### config.mk
export PLATFORM = sky130hd
export DESIGN_NAME = nec_ir_transmitter_unit_flat
export DESIGN_NICKNAME = d
export VERILOG_FILES = /design/src/sv/nirt_pkg.sv /design/src/sv/nirt_if.sv /design/src/sv/nec_ir_transmitter_unit.sv /design/src/sv/nirt_csr.sv /design/src/sv/nirt_engine.sv /design/src/flat_wrapper.sv
export SDC_FILE = /design/constraint.sdc
export NUM_CORES = 1
export LEC_CHECK = 0
export ABC_AREA = 1
export BUFFER_PORTS_ARGS = -buffer_cell sky130_fd_sc_hd__buf_2
export CAP_MARGIN = 5
export CORE_UTILIZATION = 29
export DETAILED_ROUTE_END_ITERATION = 8
export SLEW_MARGIN = 10
export SYNTH_ARGS = -nofsm -noshare
export SYNTH_HDL_FRONTEND = slang
export SYNTH_SLANG_ARGS = --single-unit
### constraint.sdc
create_clock -name clock -period 3.2 [get_ports clock]
set_input_delay 0.32 -clock clock [delete_from_list [all_inputs] [get_ports clock]]
set_output_delay 0.32 -clock clock [all_outputs]
set_load 0.05 [all_outputs]
### src/sv/nirt_pkg.sv
// ----------------------------------------------------------------------------
// NEC infrared transmitter package
// Shared constants, register indexes, phase codes and the structures that
// pass configuration and results between the modules of the transmitter.
// ----------------------------------------------------------------------------
package nirt_pkg;

   // Code length: default, and the narrowest and widest the design supports.
   localparam int CODE_BITS_DEFAULT = 32;
   localparam int CODE_BITS_MIN     = 8;
   localparam int CODE_BITS_MAX     = 64;

   // Field widths of the channels and the configuration port.
   localparam int FRAME_CODE_W = 32;
   localparam int CSR_INDEX_W  = 3;
   localparam int CSR_DATA_W   = 16;

   // Timing field widths.
   localparam int HALF_W   = 8;
   localparam int LMARK_W  = 10;
   localparam int BMARK_W  = 8;
   localparam int SPACE_W  = 16;
   localparam int TICK_W   = 16;
   localparam int CYCLE_W  = 10;

   // Register reset values (one microsecond ticks, 26 us carrier period).
   localparam logic [HALF_W-1:0]  CARRIER_HALF_RESET = 8'd13;
   localparam logic [LMARK_W-1:0] LEADER_MARK_RESET  = 10'd346;
   localparam logic [SPACE_W-1:0] LEADER_SPACE_RESET = 16'd4500;
   localparam logic [BMARK_W-1:0] BIT_MARK_RESET     = 8'd21;
   localparam logic [SPACE_W-1:0] ZERO_SPACE_RESET   = 16'd562;
   localparam logic [SPACE_W-1:0] ONE_SPACE_RESET    = 16'd1686;

   // Register indexes on the configuration port.
   typedef enum logic [CSR_INDEX_W-1:0] {
      CSR_CARRIER_HALF = 3'd0,
      CSR_LEADER_MARK  = 3'd1,
      CSR_LEADER_SPACE = 3'd2,
      CSR_BIT_MARK     = 3'd3,
      CSR_ZERO_SPACE   = 3'd4,
      CSR_ONE_SPACE    = 3'd5
   } csr_index_type;

   // Frame phases.
   typedef enum logic [2:0] {
      PH_IDLE       = 3'd0,
      PH_LEAD_MARK  = 3'd1,
      PH_LEAD_SPACE = 3'd2,
      PH_BIT_MARK   = 3'd3,
      PH_BIT_SPACE  = 3'd4,
      PH_STOP_MARK  = 3'd5
   } phase_type;

   // Request command codes.
   localparam logic CMD_TICK  = 1'b0;
   localparam logic CMD_START = 1'b1;

   typedef struct packed {
      logic [HALF_W-1:0]  carrier_half_ticks;
      logic [LMARK_W-1:0] leader_mark_cycles;
      logic [SPACE_W-1:0] leader_space_ticks;
      logic [BMARK_W-1:0] bit_mark_cycles;
      logic [SPACE_W-1:0] zero_space_ticks;
      logic [SPACE_W-1:0] one_space_ticks;
   } cfg_type;

   typedef struct packed {
      logic ir_level;
      logic busy_res;
      logic start_accepted;
      logic frame_done;
   } result_type;

endpackage

### src/sv/nirt_if.sv
// ----------------------------------------------------------------------------
// NEC infrared transmitter channel interfaces
// Valid/ready channels for requests (tick or start) and for results.
// ----------------------------------------------------------------------------
interface nirt_req_if;
   logic                              valid;
   logic                              ready;
   logic                              command;
   logic [nirt_pkg::FRAME_CODE_W-1:0] frame_code;

   modport source (output valid, output command, output frame_code, input ready);
   modport sink   (input valid, input command, input frame_code, output ready);
endinterface

interface nirt_rsp_if;
   logic valid;
   logic ready;
   logic ir_level;
   logic busy_res;
   logic start_accepted;
   logic frame_done;

   modport source (output valid, output ir_level, output busy_res,
                   output start_accepted, output frame_done, input ready);
   modport sink   (input valid, input ir_level, input busy_res,
                   input start_accepted, input frame_done, output ready);
endinterface

### src/sv/nec_ir_transmitter_unit.sv
// ----------------------------------------------------------------------------
// NEC infrared transmitter unit
// Top level: request register, frame engine, result register and the
// timing register file.
// ----------------------------------------------------------------------------
// Usage. Each request on req_chan is either a time tick (command 0, one
// microsecond with the reset register values) or a start (command 1) that
// carries the 32-bit frame code. Every request yields exactly one result on
// rsp_chan: the LED drive level for that tick, whether a frame is in
// progress, whether a start was taken and whether the frame ended.
// A request is accepted into the request register; its result is written
// into the result register when the engine steps on it. One request is
// accepted every cycle while the receiver takes results, so a tick stream
// at full clock rate is carried without gaps. The rate is set by the frame
// engine, whose state updates once per request between the two registers.
// When the receiver holds rsp_chan.ready low, the waiting result stays in
// its register, one further request is held in the request register, and
// req_chan.ready then falls until the result is taken; nothing is lost.
// The timing registers are written on the csr_ port, one per cycle, and
// should be changed only while the unit is idle.
// A synchronous reset empties both registers, returns the engine to idle
// with the LED off and reloads the default NEC timing.
module nec_ir_transmitter_unit #(
   parameter int CODE_BITS = nirt_pkg::CODE_BITS_DEFAULT
) (
   input  logic                             clock,
   input  logic                             reset,
   nirt_req_if.sink                         req_chan,
   nirt_rsp_if.source                       rsp_chan,
   input  logic                             csr_write_enable,
   input  logic [nirt_pkg::CSR_INDEX_W-1:0] csr_index,
   input  logic [nirt_pkg::CSR_DATA_W-1:0]  csr_write_data
);

   // The code length must stay within what the shift register supports.
   if (CODE_BITS < nirt_pkg::CODE_BITS_MIN || CODE_BITS > nirt_pkg::CODE_BITS_MAX) begin : g_bad
      $error("CODE_BITS out of range");
   end

   nirt_pkg::cfg_type                 cfg;
   nirt_pkg::result_type              result;

   // Request register.
   logic                              req_valid_ff;
   logic                              req_command_ff;
   logic [nirt_pkg::FRAME_CODE_W-1:0] req_code_ff;

   // Result register.
   logic                              rsp_valid_ff;
   nirt_pkg::result_type              rsp_data_ff;

   logic                              advance;
   logic                              req_take;

   // The engine steps whenever a request is held and the result register is
   // free or is being emptied in this cycle.
   assign advance  = req_valid_ff && (!rsp_valid_ff || rsp_chan.ready);
   assign req_take = req_chan.valid && req_chan.ready;

   assign req_chan.ready = !req_valid_ff || advance;

   always_ff @(posedge clock) begin
      if (reset) begin
         req_valid_ff <= 1'b0;
      end else if (req_chan.ready) begin
         req_valid_ff <= req_chan.valid;
      end
   end

   always_ff @(posedge clock) begin
      if (req_take) begin
         req_command_ff <= req_chan.command;
         req_code_ff    <= req_chan.frame_code;
      end
   end

   nirt_csr u_csr (
      .clock        (clock),
      .reset        (reset),
      .write_enable (csr_write_enable),
      .index        (csr_index),
      .write_data   (csr_write_data),
      .cfg          (cfg)
   );

   nirt_engine #(
      .CODE_BITS (CODE_BITS)
   ) u_engine (
      .clock      (clock),
      .reset      (reset),
      .step       (advance),
      .command    (req_command_ff),
      .frame_code (req_code_ff),
      .cfg        (cfg),
      .result     (result)
   );

   always_ff @(posedge clock) begin
      if (reset) begin
         rsp_valid_ff <= 1'b0;
      end else if (advance) begin
         rsp_valid_ff <= 1'b1;
      end else if (rsp_chan.ready) begin
         rsp_valid_ff <= 1'b0;
      end
   end

   always_ff @(posedge clock) begin
      if (advance) begin
         rsp_data_ff <= result;
      end
   end

   assign rsp_chan.valid          = rsp_valid_ff;
   assign rsp_chan.ir_level       = rsp_data_ff.ir_level;
   assign rsp_chan.busy_res       = rsp_data_ff.busy_res;
   assign rsp_chan.start_accepted = rsp_data_ff.start_accepted;
   assign rsp_chan.frame_done     = rsp_data_ff.frame_done;

endmodule

### src/sv/nirt_csr.sv
// ----------------------------------------------------------------------------
// NEC infrared transmitter register file
// Holds the six timing registers written through the plain write port.
// ----------------------------------------------------------------------------
module nirt_csr (
   input  logic                             clock,
   input  logic                             reset,
   input  logic                             write_enable,
   input  logic [nirt_pkg::CSR_INDEX_W-1:0] index,
   input  logic [nirt_pkg::CSR_DATA_W-1:0]  write_data,
   output nirt_pkg::cfg_type                cfg
);

   nirt_pkg::cfg_type cfg_ff;

   always_ff @(posedge clock) begin
      if (reset) begin
         cfg_ff.carrier_half_ticks <= nirt_pkg::CARRIER_HALF_RESET;
         cfg_ff.leader_mark_cycles <= nirt_pkg::LEADER_MARK_RESET;
         cfg_ff.leader_space_ticks <= nirt_pkg::LEADER_SPACE_RESET;
         cfg_ff.bit_mark_cycles    <= nirt_pkg::BIT_MARK_RESET;
         cfg_ff.zero_space_ticks   <= nirt_pkg::ZERO_SPACE_RESET;
         cfg_ff.one_space_ticks    <= nirt_pkg::ONE_SPACE_RESET;
      end else if (write_enable) begin
         // Indexes beyond the register list are dropped.
         case (index)
            nirt_pkg::CSR_CARRIER_HALF: begin
               cfg_ff.carrier_half_ticks <= write_data[nirt_pkg::HALF_W-1:0];
            end
            nirt_pkg::CSR_LEADER_MARK: begin
               cfg_ff.leader_mark_cycles <= write_data[nirt_pkg::LMARK_W-1:0];
            end
            nirt_pkg::CSR_LEADER_SPACE: begin
               cfg_ff.leader_space_ticks <= write_data[nirt_pkg::SPACE_W-1:0];
            end
            nirt_pkg::CSR_BIT_MARK: begin
               cfg_ff.bit_mark_cycles <= write_data[nirt_pkg::BMARK_W-1:0];
            end
            nirt_pkg::CSR_ZERO_SPACE: begin
               cfg_ff.zero_space_ticks <= write_data[nirt_pkg::SPACE_W-1:0];
            end
            nirt_pkg::CSR_ONE_SPACE: begin
               cfg_ff.one_space_ticks <= write_data[nirt_pkg::SPACE_W-1:0];
            end
            default: begin
            end
         endcase
      end
   end

   assign cfg = cfg_ff;

endmodule

### src/sv/nirt_engine.sv
// ----------------------------------------------------------------------------
// NEC infrared transmitter frame engine
// Frame state machine: per step, advances one tick or, when idle, takes a
// start, and produces the result for that request.
// ----------------------------------------------------------------------------
module nirt_engine #(
   parameter int CODE_BITS = nirt_pkg::CODE_BITS_DEFAULT
) (
   input  logic                              clock,
   input  logic                              reset,
   input  logic                              step,
   input  logic                              command,
   input  logic [nirt_pkg::FRAME_CODE_W-1:0] frame_code,
   input  nirt_pkg::cfg_type                 cfg,
   output nirt_pkg::result_type              result
);

   localparam int BL_W = $clog2(CODE_BITS + 1);

   nirt_pkg::phase_type                phase_ff, phase_in;
   logic [CODE_BITS-1:0]               code_ff, code_in;
   logic [BL_W-1:0]                    bits_ff, bits_in;
   logic [nirt_pkg::TICK_W-1:0]        tick_ff, tick_in;
   logic [nirt_pkg::CYCLE_W-1:0]       cycle_ff, cycle_in;
   logic                               carrier_ff, carrier_in;

   logic [nirt_pkg::CODE_BITS_MAX-1:0] code_ext;
   logic                               is_mark;
   logic [nirt_pkg::LMARK_W-1:0]       mark_cycles;
   logic [nirt_pkg::SPACE_W-1:0]       space_len;
   logic [nirt_pkg::TICK_W:0]          tick_inc;
   logic [nirt_pkg::CYCLE_W:0]         cycle_inc;
   logic                               half_end, cycles_end, space_end;
   logic [BL_W-1:0]                    bits_dec;

   assign code_ext = {{(nirt_pkg::CODE_BITS_MAX - nirt_pkg::FRAME_CODE_W){1'b0}}, frame_code};

   always_ff @(posedge clock) begin
      if (reset) begin
         phase_ff   <= nirt_pkg::PH_IDLE;
         code_ff    <= '0;
         bits_ff    <= '0;
         tick_ff    <= '0;
         cycle_ff   <= '0;
         carrier_ff <= 1'b0;
      end else begin
         phase_ff   <= phase_in;
         code_ff    <= code_in;
         bits_ff    <= bits_in;
         tick_ff    <= tick_in;
         cycle_ff   <= cycle_in;
         carrier_ff <= carrier_in;
      end
   end

   always_comb begin
      phase_in   = phase_ff;
      code_in    = code_ff;
      bits_in    = bits_ff;
      tick_in    = tick_ff;
      cycle_in   = cycle_ff;
      carrier_in = carrier_ff;

      is_mark = (phase_ff == nirt_pkg::PH_LEAD_MARK) || (phase_ff == nirt_pkg::PH_BIT_MARK) ||
                (phase_ff == nirt_pkg::PH_STOP_MARK);
      mark_cycles = (phase_ff == nirt_pkg::PH_LEAD_MARK) ? cfg.leader_mark_cycles :
                    {{(nirt_pkg::LMARK_W - nirt_pkg::BMARK_W){1'b0}}, cfg.bit_mark_cycles};
      if (phase_ff == nirt_pkg::PH_LEAD_SPACE) begin
         space_len = cfg.leader_space_ticks;
      end else if (code_ff[CODE_BITS-1]) begin
         space_len = cfg.one_space_ticks;
      end else begin
         space_len = cfg.zero_space_ticks;
      end

      // A zero length register compares as already reached, so it acts as one.
      tick_inc   = {1'b0, tick_ff} + 1'b1;
      cycle_inc  = {1'b0, cycle_ff} + 1'b1;
      half_end   = tick_inc >= {{(nirt_pkg::TICK_W + 1 - nirt_pkg::HALF_W){1'b0}},
                               cfg.carrier_half_ticks};
      cycles_end = cycle_inc >= {1'b0, mark_cycles};
      space_end  = tick_inc >= {1'b0, space_len};
      bits_dec   = (bits_ff != '0) ? bits_ff - 1'b1 : bits_ff;

      result.ir_level       = is_mark & carrier_ff;
      result.start_accepted = 1'b0;
      result.frame_done     = 1'b0;

      if (step) begin
         if (command == nirt_pkg::CMD_START) begin
            if (phase_ff == nirt_pkg::PH_IDLE) begin
               code_in    = code_ext[CODE_BITS-1:0];
               bits_in    = BL_W'(CODE_BITS);
               phase_in   = nirt_pkg::PH_LEAD_MARK;
               tick_in    = '0;
               cycle_in   = '0;
               carrier_in = 1'b1;
               result.start_accepted = 1'b1;
            end
         end else begin
            case (phase_ff)
               nirt_pkg::PH_IDLE: begin
               end
               nirt_pkg::PH_LEAD_MARK, nirt_pkg::PH_BIT_MARK, nirt_pkg::PH_STOP_MARK: begin
                  tick_in = tick_inc[nirt_pkg::TICK_W-1:0];
                  if (half_end) begin
                     tick_in = '0;
                     if (carrier_ff) begin
                        carrier_in = 1'b0;
                     end else begin
                        carrier_in = 1'b1;
                        cycle_in   = cycle_inc[nirt_pkg::CYCLE_W-1:0];
                        if (cycles_end) begin
                           // End of the mark: the carrier stays off.
                           carrier_in = 1'b0;
                           if (phase_ff == nirt_pkg::PH_LEAD_MARK) begin
                              phase_in = nirt_pkg::PH_LEAD_SPACE;
                           end else if (phase_ff == nirt_pkg::PH_BIT_MARK) begin
                              phase_in = nirt_pkg::PH_BIT_SPACE;
                           end else begin
                              phase_in          = nirt_pkg::PH_IDLE;
                              cycle_in          = '0;
                              result.frame_done = 1'b1;
                           end
                        end
                     end
                  end
               end
               nirt_pkg::PH_LEAD_SPACE: begin
                  tick_in = tick_inc[nirt_pkg::TICK_W-1:0];
                  if (space_end) begin
                     phase_in   = (bits_ff != '0) ? nirt_pkg::PH_BIT_MARK :
                                                    nirt_pkg::PH_STOP_MARK;
                     tick_in    = '0;
                     cycle_in   = '0;
                     carrier_in = 1'b1;
                  end
               end
               nirt_pkg::PH_BIT_SPACE: begin
                  tick_in = tick_inc[nirt_pkg::TICK_W-1:0];
                  if (space_end) begin
                     code_in    = {code_ff[CODE_BITS-2:0], 1'b0};
                     bits_in    = bits_dec;
                     phase_in   = (bits_dec != '0) ? nirt_pkg::PH_BIT_MARK :
                                                     nirt_pkg::PH_STOP_MARK;
                     tick_in    = '0;
                     cycle_in   = '0;
                     carrier_in = 1'b1;
                  end
               end
               default: begin
                  phase_in = nirt_pkg::PH_IDLE;
               end
            endcase
         end
      end

      result.busy_res = (phase_in != nirt_pkg::PH_IDLE);
   end

   // The carrier may only be on during a mark.
   assert property (@(posedge clock) disable iff (reset)
      carrier_ff |-> ((phase_ff == nirt_pkg::PH_LEAD_MARK) ||
                      (phase_ff == nirt_pkg::PH_BIT_MARK) ||
                      (phase_ff == nirt_pkg::PH_STOP_MARK)))
      else $error("carrier on outside a mark");

   // A taken start always opens the leader mark with the carrier on.
   assert property (@(posedge clock) disable iff (reset)
      (step && result.start_accepted) |=>
         (phase_ff == nirt_pkg::PH_LEAD_MARK) && carrier_ff && (bits_ff == BL_W'(CODE_BITS)))
      else $error("start did not open the leader mark");

   // The end of the stop mark returns the engine to idle.
   assert property (@(posedge clock) disable iff (reset)
      (step && result.frame_done) |=> (phase_ff == nirt_pkg::PH_IDLE) && !carrier_ff)
      else $error("frame end did not return to idle");

   // The bit counter never exceeds the code length.
   assert property (@(posedge clock) disable iff (reset)
      bits_ff <= BL_W'(CODE_BITS))
      else $error("bit counter out of range");

   // Without a step the frame state holds.
   assert property (@(posedge clock) disable iff (reset)
      !step |=> $stable(phase_ff) && $stable(tick_ff) && $stable(bits_ff))
      else $error("state moved without a step");

endmodule
### src/flat_wrapper.sv
// flat-port wrapper written by rule: the top's interface ports become plain ports
module nec_ir_transmitter_unit_flat 
#(
   parameter int CODE_BITS = nirt_pkg::CODE_BITS_DEFAULT
)
  (clock, reset, csr_write_enable, csr_index, csr_write_data, req_chan_valid, req_chan_command, req_chan_frame_code, req_chan_ready, rsp_chan_valid, rsp_chan_ir_level, rsp_chan_busy_res, rsp_chan_start_accepted, rsp_chan_frame_done, rsp_chan_ready);
  nirt_req_if req_chan_i ();
  nirt_rsp_if rsp_chan_i ();
  input  logic clock;
  input  logic reset;
  input  logic csr_write_enable;
  input  logic [nirt_pkg::CSR_INDEX_W-1:0] csr_index;
  input  logic [nirt_pkg::CSR_DATA_W-1:0] csr_write_data;
  input wire logic [$bits(req_chan_i.valid)-1:0] req_chan_valid;
  input wire logic [$bits(req_chan_i.command)-1:0] req_chan_command;
  input wire logic [$bits(req_chan_i.frame_code)-1:0] req_chan_frame_code;
  output wire logic [$bits(req_chan_i.ready)-1:0] req_chan_ready;
  output wire logic [$bits(rsp_chan_i.valid)-1:0] rsp_chan_valid;
  output wire logic [$bits(rsp_chan_i.ir_level)-1:0] rsp_chan_ir_level;
  output wire logic [$bits(rsp_chan_i.busy_res)-1:0] rsp_chan_busy_res;
  output wire logic [$bits(rsp_chan_i.start_accepted)-1:0] rsp_chan_start_accepted;
  output wire logic [$bits(rsp_chan_i.frame_done)-1:0] rsp_chan_frame_done;
  input wire logic [$bits(rsp_chan_i.ready)-1:0] rsp_chan_ready;
  assign req_chan_i.valid = req_chan_valid;
  assign req_chan_i.command = req_chan_command;
  assign req_chan_i.frame_code = req_chan_frame_code;
  assign req_chan_ready = req_chan_i.ready;
  assign rsp_chan_valid = rsp_chan_i.valid;
  assign rsp_chan_ir_level = rsp_chan_i.ir_level;
  assign rsp_chan_busy_res = rsp_chan_i.busy_res;
  assign rsp_chan_start_accepted = rsp_chan_i.start_accepted;
  assign rsp_chan_frame_done = rsp_chan_i.frame_done;
  assign rsp_chan_i.ready = rsp_chan_ready;
  nec_ir_transmitter_unit #(.CODE_BITS(CODE_BITS)) u_core (.clock(clock), .reset(reset), .req_chan(req_chan_i), .rsp_chan(rsp_chan_i), .csr_write_enable(csr_write_enable), .csr_index(csr_index), .csr_write_data(csr_write_data));
endmodule
==> results.env, run 1 <==
POST-SYNTH-TOP-AREA-CELL='dfxtp_1'
YOSYS_WARNINGS=0
CRITICAL_PATH.MOST_COMMON_CELL='nand2_1'
SHARE_OF_SYNTHESIZED_FLIP_FLOPS_WITH_AN_ASYNCHRONOUS_SET_OR_RESET=0
SYNTH_AREA_PER_CELL_SQ_UM=7.53
DIE_WIDTH_UM=177
CLOCK.FMAX_MHz=320
RSZ0062_AT_GRT='true'
PLACE.PORT_BUFFERS=62
DETAIL_ROUTE.VIAS_PER_CELL=4.73
HOLD_CLASS='input pin to register'
YS_FF_LATCH=181
INITIAL_ANTENNA_VIOLATION_COUNT=1
SKEW_NS=0.00958
RELSLEWSLACK=0.205
TRITONCTS='yes'
FINALSETUPTNS_NS=0
CRIT_SLOWEST_CELL='dfxtp_2'
INSERTION_DELAY_NS=0.43
DR.FIRST_ITER.DRC_COUNT=487
SYNTH-EDFF-COUNT=37
DRT_WL_TOTAL_UM=22400
VDD_IR_DROP_MAX_V=0.000276
FINAL_LAYOUT_SIZE_SUFFIX_GT1_FRAC=0.162
GRTUSAGETOTAL=0.146
CRITPATHMAXSTAGEDELAY_NS=0.36
SETUP.WORST_PATH.CLASS='register to register'
CTS-ROOT-TO-SINK-BUFFERS=2
FIN_CRIT_SH=0.975
GLOBALROUTEOVERFLOWTOTAL=0
NETLIST.AREA_LEADER.SHARE=0.324
YOSYS-TOP-CELLS-AREA='dfxtp_1 32%, nand2_1 13%, edfxtp_1 13%'
GRT_FIRST_PASS_WIRELENGTH_UM=36200
POST_DRT_WL_PER_CELL_UM=13.5
SETUP_VIOLATIONS=0
YS_SEQ_AREA_FRAC=0.449
MULTI_INPUT_COMB_AREA_SQ_MM=0.00441
WORSTMARGINPINSLEW_NS=1.19
CRITICAL_PATH_RT_NS=3.39
CORE_AREA_SQ_MM=0.0299
WORSTPATHBUFFERINVERTERCOUNT=6
CELL_WITH_THE_MOST_INSTANCES_AFTER_SYNTHESIS='nand2_1'
SYNTH_NETS=1272
CTS_CLK_PIN_SLEW_WORST_PATHS_NS=0.07
DETAIL_ROUTE.DRC_VIOLATIONS=0
CHIPHEIGHT_UM=177
POWER_PER_CELL_AREA_mW_PER_MM2=471
CLKSINKCOUNT=181
FINAL_ANTENNA_NET_COUNT=0
PLACE_CONGESTION=0.863
POST-LAYOUT-TOTAL-POWER_mW=4.99
SYNTH.CELL_AREA_SQ_MM=0.00889
CTS_INSERTED_BUFFERS=17
AREA.SEQUENTIAL_SQ_MM=0.00400
AREA_DELTA_SYNTH_FINAL_PCT=19.2
NFILLCELLS=3088
FINAL_CELL_COUNT_NO_FILL=1664
SYNTH-MAIN-FF-CELL='dfxtp_1'
FINAL_PERIOD_MINUS_WORST_SETUP_SLACK_NS=3.12
NETS=1353
PATH_DELAY_FAMILY='simple AND/OR/NAND/NOR gates'
CRITICAL_PATH.MAX_FANOUT=5
FINALHOLDVIOLATIONS=0
POST-DP-HPWL_UM=15200
GRT_MAX_DEGREE=48
DETAILEDROUTE.FIRSTPASSITERATIONCOUNT=5
YOSYS-TOP-CELLS-COUNT='301 x nand2_1, 144 x dfxtp_1, 137 x nor2_1'
DIE-AREA_SQ_MM=0.0313
CELLLEAKAGEPOWER_nW=4.60
FINAL.HOLD.WORST_SLACK_NS=0.0593
MAX_CAP_VIOL_COUNT=0
SYN_INST=1180
TIMING.REG2REG.SETUP_SLACK_NS=0.08
IOS=63
INITIAL_CORE_UTILIZATION=0.297
CRIT_ARRIVAL_NS=3.31
NUMPLACEDINSTANCES=1625
CRITPATHCAPTURETYPE='register'
REPORT.FINAL.SLEW_VIOL_COUNT=0
OUTCOME='finished clean'
CORE.ROWCOUNT=63
ANTENNA_CELLS=0
CTS.ROOT.BUFFER_CELL='clkbuf_16'
VIAS_IN_THE_FIRST_GLOBAL_ROUTE=7347
CLOCK_H_TREE_LEVELS=4
WORST_SETUP_PATH_START_KIND='register'
PATH_CELLS='ha_4, nand2_1, nor2_2, inv_2, nor2_4, inv_2, nor3_2, xor2_1, inv_1, ha_4, nand2_1, inv_1, nand3_2, nor2_1, nor2_1, nand3_2, nand3_4, buf_4, nand2_1, nand3_1, nand2_2, inv_1, nor2_1, nand2_1'
SYNTHDISTINCTLIBCELLS=42
NUM_VIAS=7876
flip-flops by register name (all words and copies together), names as in the netlist:
signal / flops
u_core.rsp_chan.busy_res: 1
u_core.rsp_chan.start_accepted: 1
u_core.u_csr.cfg: 74
u_core.rsp_chan.frame_done: 1
u_core.req_code_ff: 32
u_core.u_engine.bits_ff: 6
u_core.u_engine.tick_ff: 16
u_core.rsp_chan.ir_level: 1
u_core.u_engine.cycle_ff: 10
u_core.u_engine.carrier_ff: 1
u_core.rsp_chan.valid: 1
u_core.req_valid_ff: 1
u_core.u_engine.code_ff: 32
u_core.u_engine.phase_ff: 3
u_core.req_command_ff: 1
power by group:
group | leakage (nW) | internal, mW | switching (mW) | total, mW
clock network | 0.278 | 1.17 | 0.899 | 2.07
registers | 1.53 | 2.42 | 0.0371 | 2.45
logic | 2.79 | 0.161 | 0.314 | 0.475
total | 4.60 | 3.74 | 1.25 | 4.99
area by class of cell:
type	instances	share of cell area
Clock buffer	19	0.0418
Clock inverter	13	0.0125
Inverter	99	0.0354
Multi-Input combinational cell	851	0.416
Sequential cell	181	0.377
Tap cell	390	0.0461
Timing Repair Buffer	111	0.0704
kinds of logic after synthesis:
family / share of synthesized area
buf+inv: 0.0690
fa+ha+maj: 0.0493
compound gates: 0.134
simple gates: 0.280
flops: 0.449
xor+xnor: 0.0158
mux: 0.00225
final timing paths:
kind                                                  from                            endpoint  depth (start not counted)
hold / removal                      req_chan_frame_code[5]     u_core.req_code_ff[5]$_DFFE_PP_                          1
hold reg to reg          u_core.u_csr.cfg[33]$_SDFFE_PP0P_   u_core.u_csr.cfg[33]$_SDFFE_PP0P_                          2
setup / recovery  u_core.u_engine.cycle_ff[0]$_SDFFE_PP0P_  u_core.rsp_chan.busy_res$_DFFE_PP_                         24
setup reg to reg  u_core.u_engine.cycle_ff[0]$_SDFFE_PP0P_  u_core.rsp_chan.busy_res$_DFFE_PP_                         24
through the flow:
step                       util  cell area [sq um]  setup WS (ns)
final                     0.355              10600         0.0786
after global placement    0.329               9820         0.0448
after detailed placement  0.329               9820        -0.0420
after CTS                 0.348              10400         0.0213
after floorplan               -               8890          0.271
after global routing      0.355              10600         -0.157
cells in the final DEF, fill, tap and decap left out, drive strengths merged, types with 14 or more instances in the layout:
cell	count
nand2	313
dfxtp	144
nor2	143
buf	110
o21ai	108
inv	97
nand3	90
a21oi	63
edfxtp	37
ha	35
a31oi	34
nand4	21
clkbuf	20
xor2	14
metal layers:
| layer | GRT usage | share of wire | routed length (um) | vias to the layer above |
|---|---|---|---|---|
| met4 | 0.0535 | 0.021 | 471 | 2 |
| met3 | 0.0292 | 0.037 | 836 | 31 |
| li1 | - | - | - | 4074 |
| met2 | 0.246 | 0.49 | 10900 | 147 |
| met1 | 0.182 | 0.46 | 10200 | 3622 |
| met5 | 0 | 0.00058 | 13 | - |
repair_timing:
| item | CTS | global route |
|---|---|---|
| buffers inserted | 0 | 5 |
| gates resized for setup | 2 | 39 |
| endpoints found under the setup margin | 1 | 60 |
| pin swaps | 0 | 16 |
| hold buffers | 0 | 0 |
| endpoints found under the hold margin | 0 | 0 |
| gates cloned | 0 | 2 |
(Power assumes the default switching activity.)
==> run 2, diff against run 1 <==
--- a/config.mk
+++ b/config.mk
@@ -8,7 +8,7 @@
 export ABC_AREA = 1
 export BUFFER_PORTS_ARGS = -buffer_cell sky130_fd_sc_hd__buf_2
 export CAP_MARGIN = 5
-export CORE_UTILIZATION = 29
+export CORE_UTILIZATION = 30
 export DETAILED_ROUTE_END_ITERATION = 8
 export SLEW_MARGIN = 10
 export SYNTH_ARGS = -nofsm -noshare
==> results.env, run 2 (synthesis results as in run 1) <==
LARGEST_REG_FLOPS=74  # unchanged
CORE.ROWCOUNT=62  # -1.6%
LAYOUT_COMMON_CELLS='296 x nand2_1, 139 x dfxtp_1, 131 x nor2_1'
POST_DRT_WL_PER_CELL_UM=13.4  # -0.55%
NUM_VIAS=7885  # +0.11%
FINAL_ANTENNA_NET_COUNT=0  # unchanged
BUSIEST_LAYER='met2'
PLACE.PORT_BUFFERS=62  # unchanged
TIMING.REG2REG.WORST_PATH_DEPTH=23  # -4.2%
R2R-START='u_core.u_engine.cycle_ff[0]$_SDFFE_PP0P_'
POST-DP-HPWL_UM=15300  # +1.1%
AREA_DELTA_SYNTH_FINAL_PCT=19.5
CLOCK_H_TREE_LEVELS=4  # unchanged
GRTUSAGETOTAL=0.149  # +0.00362
DR.FIRST_ITER.DRC_COUNT=505  # +3.7%
SETUP_VIOLATIONS=0  # unchanged
RSZ0062_AT_GRT='true'
FINAL_LAYOUT_SIZE_SUFFIX_GT1_FRAC=0.173  # +0.0107
IOS=63  # unchanged
GRT_MAX_DEGREE=68  # +42%
SKEW_NS=0.0145  # +0.00494 ns
ANTENNA_CELLS=0  # unchanged
CRIT_ARRIVAL_NS=3.27  # -0.04 ns
FIN_CRIT_SH=0.962  # -0.0138
NETS=1355  # +0.15%
DIE_WIDTH_UM=174  # -1.7%
HOLD_PATH_DEPTH=1  # unchanged
CLKSINKCOUNT=181  # unchanged
OUTCOME='finished clean'
INSERTION_DELAY_NS=0.44  # about the same
CTS_CLK_PIN_SLEW_WORST_PATHS_NS=0.08  # about the same
INITIAL_CORE_UTILIZATION=0.307  # +0.00966
MAX_CAP_VIOL_COUNT=0  # unchanged
CLOCK.FMAX_MHz=325  # +1.4%
DETAILEDROUTE.FIRSTPASSITERATIONCOUNT=5  # unchanged
POWER_PER_CELL_AREA_mW_PER_MM2=475  # +0.74%
TRITONCTS='yes'
CRITPATHCAPTURETYPE='register'
GRTUSAGEMET3=0.0236  # -0.00559
SETUP.WORST_PATH.CLASS='register to register'
PLACE_CONGESTION=0.869  # +0.61%
FINAL_CORE_UTILIZATION=0.367  # +0.0122
VIAS_IN_THE_FIRST_GLOBAL_ROUTE=7410  # +0.86%
DRT_WL_TOTAL_UM=22300  # -0.79%
TIMING.REG2REG.SETUP_SLACK_NS=0.12  # +0.04 ns
GRT_UTIL_MET2=0.252  # +0.00575
CRIT-REG2REG-CAPTURE='u_core.rsp_chan.busy_res$_DFFE_PP_'
WORSTMARGINPINSLEW_NS=1.16  # -0.0265 ns
DETAIL_ROUTE.VIAS_PER_CELL=4.75  # +0.36%
DETAIL_ROUTE.DRC_VIOLATIONS=0  # unchanged
FINALSETUPTNS_NS=0  # unchanged
FINAL_PERIOD_MINUS_WORST_SETUP_SLACK_NS=3.08  # -0.0441 ns
HOLD_CLASS='input pin to register'
CELLLEAKAGEPOWER_nW=4.62  # +0.48%
MOSTFREQUENTLAYOUTCELL='nand2_1'
CORE_AREA_SQ_MM=0.0289  # -3.1%
INITIAL_ANTENNA_VIOLATION_COUNT=0  # -1
GRTUSAGEMET1=0.191  # +0.00937
CHIPHEIGHT_UM=174  # -1.7%
HOLDPATHEND='u_core.req_code_ff[15]$_DFFE_PP_'
DIE-AREA_SQ_MM=0.0303  # -3.3%
WORST_SETUP_PATH_START_KIND='register'
RELSLEWSLACK=0.223  # +0.0177
HOLD_START='req_chan_frame_code[15]'
FINALHOLDVIOLATIONS=0  # unchanged
CTS_INSERTED_BUFFERS=17  # unchanged
CTS.ROOT.BUFFER_CELL='clkbuf_16'
VDD_IR_DROP_MAX_V=0.000245  # -11%
CRITICAL_PATH.MAX_FANOUT=5  # unchanged
GRT_FIRST_PASS_WIRELENGTH_UM=36700  # +1.3%
REPORT.FINAL.SLEW_VIOL_COUNT=0  # unchanged
CTS-ROOT-TO-SINK-BUFFERS=2  # unchanged
GLOBALROUTEOVERFLOWTOTAL=0  # unchanged
POSTCTSHOLDBUFS=0  # unchanged
CRITICAL_PATH_RT_NS=3.39  # about the same
## run 2: cell types whose count changed in the layout (fill, tap and decap cells not counted), moves of 4 or more
cell | before | now
buf_4 | 44 | 51
clkinv_2 | 4 | 0
clkinv_8 | 0 | 5
inv_2 | 6 | 10
inv_8 | 0 | 6
## run 2: timing repair
action / in CTS / in global routing
cloned: 0 / 0
setup endpoints to repair: 3 / 67
hold endpoints to repair: 0 / 0
gates resized for setup: 3 / 47
buffers inserted: 0 / 9
pin swaps: 0 / 24
## run 2: power breakdown
part	internal [mW]	switching (mW)
clock	1.06	1.06
sequential	2.41	0.0388
combinational	0.160	0.310
## run 2: metrics by stage
| step | total power, mW | cells | hold slack [ns] | area, sq um | worst slack [ns] |
|---|---|---|---|---|---|
| CTS | 5.08 | 1651 | 0.0328 | 10400 | -0.0274 |
| floorplan | 2.80 | 1180 | 0.419 | 8890 | 0.271 |
| global route | 5.28 | 1660 | 0.0307 | 10600 | -0.115 |
| finish | 5.04 | 1660 | 0.0472 | 10600 | 0.123 |
| detailed placement | 2.95 | 1619 | 0.437 | 9770 | -0.0876 |
| global placement | 2.94 | 1619 | 0.432 | 9770 | 0.0547 |
## run 2: critical path, stage by stage, from the launching register on
cell     delay (ns)
dfxtp_2        0.36
ha_4           0.14
nand2_2        0.06
nor2_4         0.12
inv_2          0.06
nor2_4         0.11
inv_2          0.05
nor3_2         0.20
xor2_1         0.21
inv_1          0.09
ha_4           0.30
nand2_2        0.05
inv_2          0.05
nand3_2        0.08
nor2_2         0.11
nor2_1         0.06
nand3_2        0.13
nand4_1        0.12
nand2_1        0.09
inv_1          0.04
a21oi_1        0.11
nand2_1        0.08
a21oi_1        0.14
nand2_1        0.07
## run 2: worst max-delay path by stage
stage                                                        start                                 end  slack (ns)  depth (start not counted)
after floorplan           u_core.u_engine.cycle_ff[0]$_SDFFE_PP0P_  u_core.rsp_chan.busy_res$_DFFE_PP_        0.27                         22
after global placement    u_core.u_engine.cycle_ff[0]$_SDFFE_PP0P_  u_core.rsp_chan.busy_res$_DFFE_PP_        0.05                         22
after detailed placement  u_core.u_engine.cycle_ff[0]$_SDFFE_PP0P_  u_core.rsp_chan.busy_res$_DFFE_PP_       -0.09                         22
after CTS                 u_core.u_engine.cycle_ff[0]$_SDFFE_PP0P_  u_core.rsp_chan.busy_res$_DFFE_PP_       -0.03                         22
after global routing      u_core.u_engine.cycle_ff[0]$_SDFFE_PP0P_  u_core.rsp_chan.busy_res$_DFFE_PP_       -0.12                         24
final                     u_core.u_engine.cycle_ff[0]$_SDFFE_PP0P_  u_core.rsp_chan.busy_res$_DFFE_PP_        0.12                         23
## run 2: final cells by class
cell class | count | area (sq um)
clock buffers | 17 | 425
clock inverters | 15 | 180
fillers | 2992 | 18300
inverters | 99 | 379
multi-input cells | 850 | 4430
flip-flops and latches | 181 | 4000
well taps | 384 | 480
repair buffers | 114 | 713
## run 2: layer usage
metal	part of all wire	up-vias
li1	-	4077
met1	0.47	3639
met2	0.47	135
met3	0.031	34
met4	0.020	0
met5	0	-
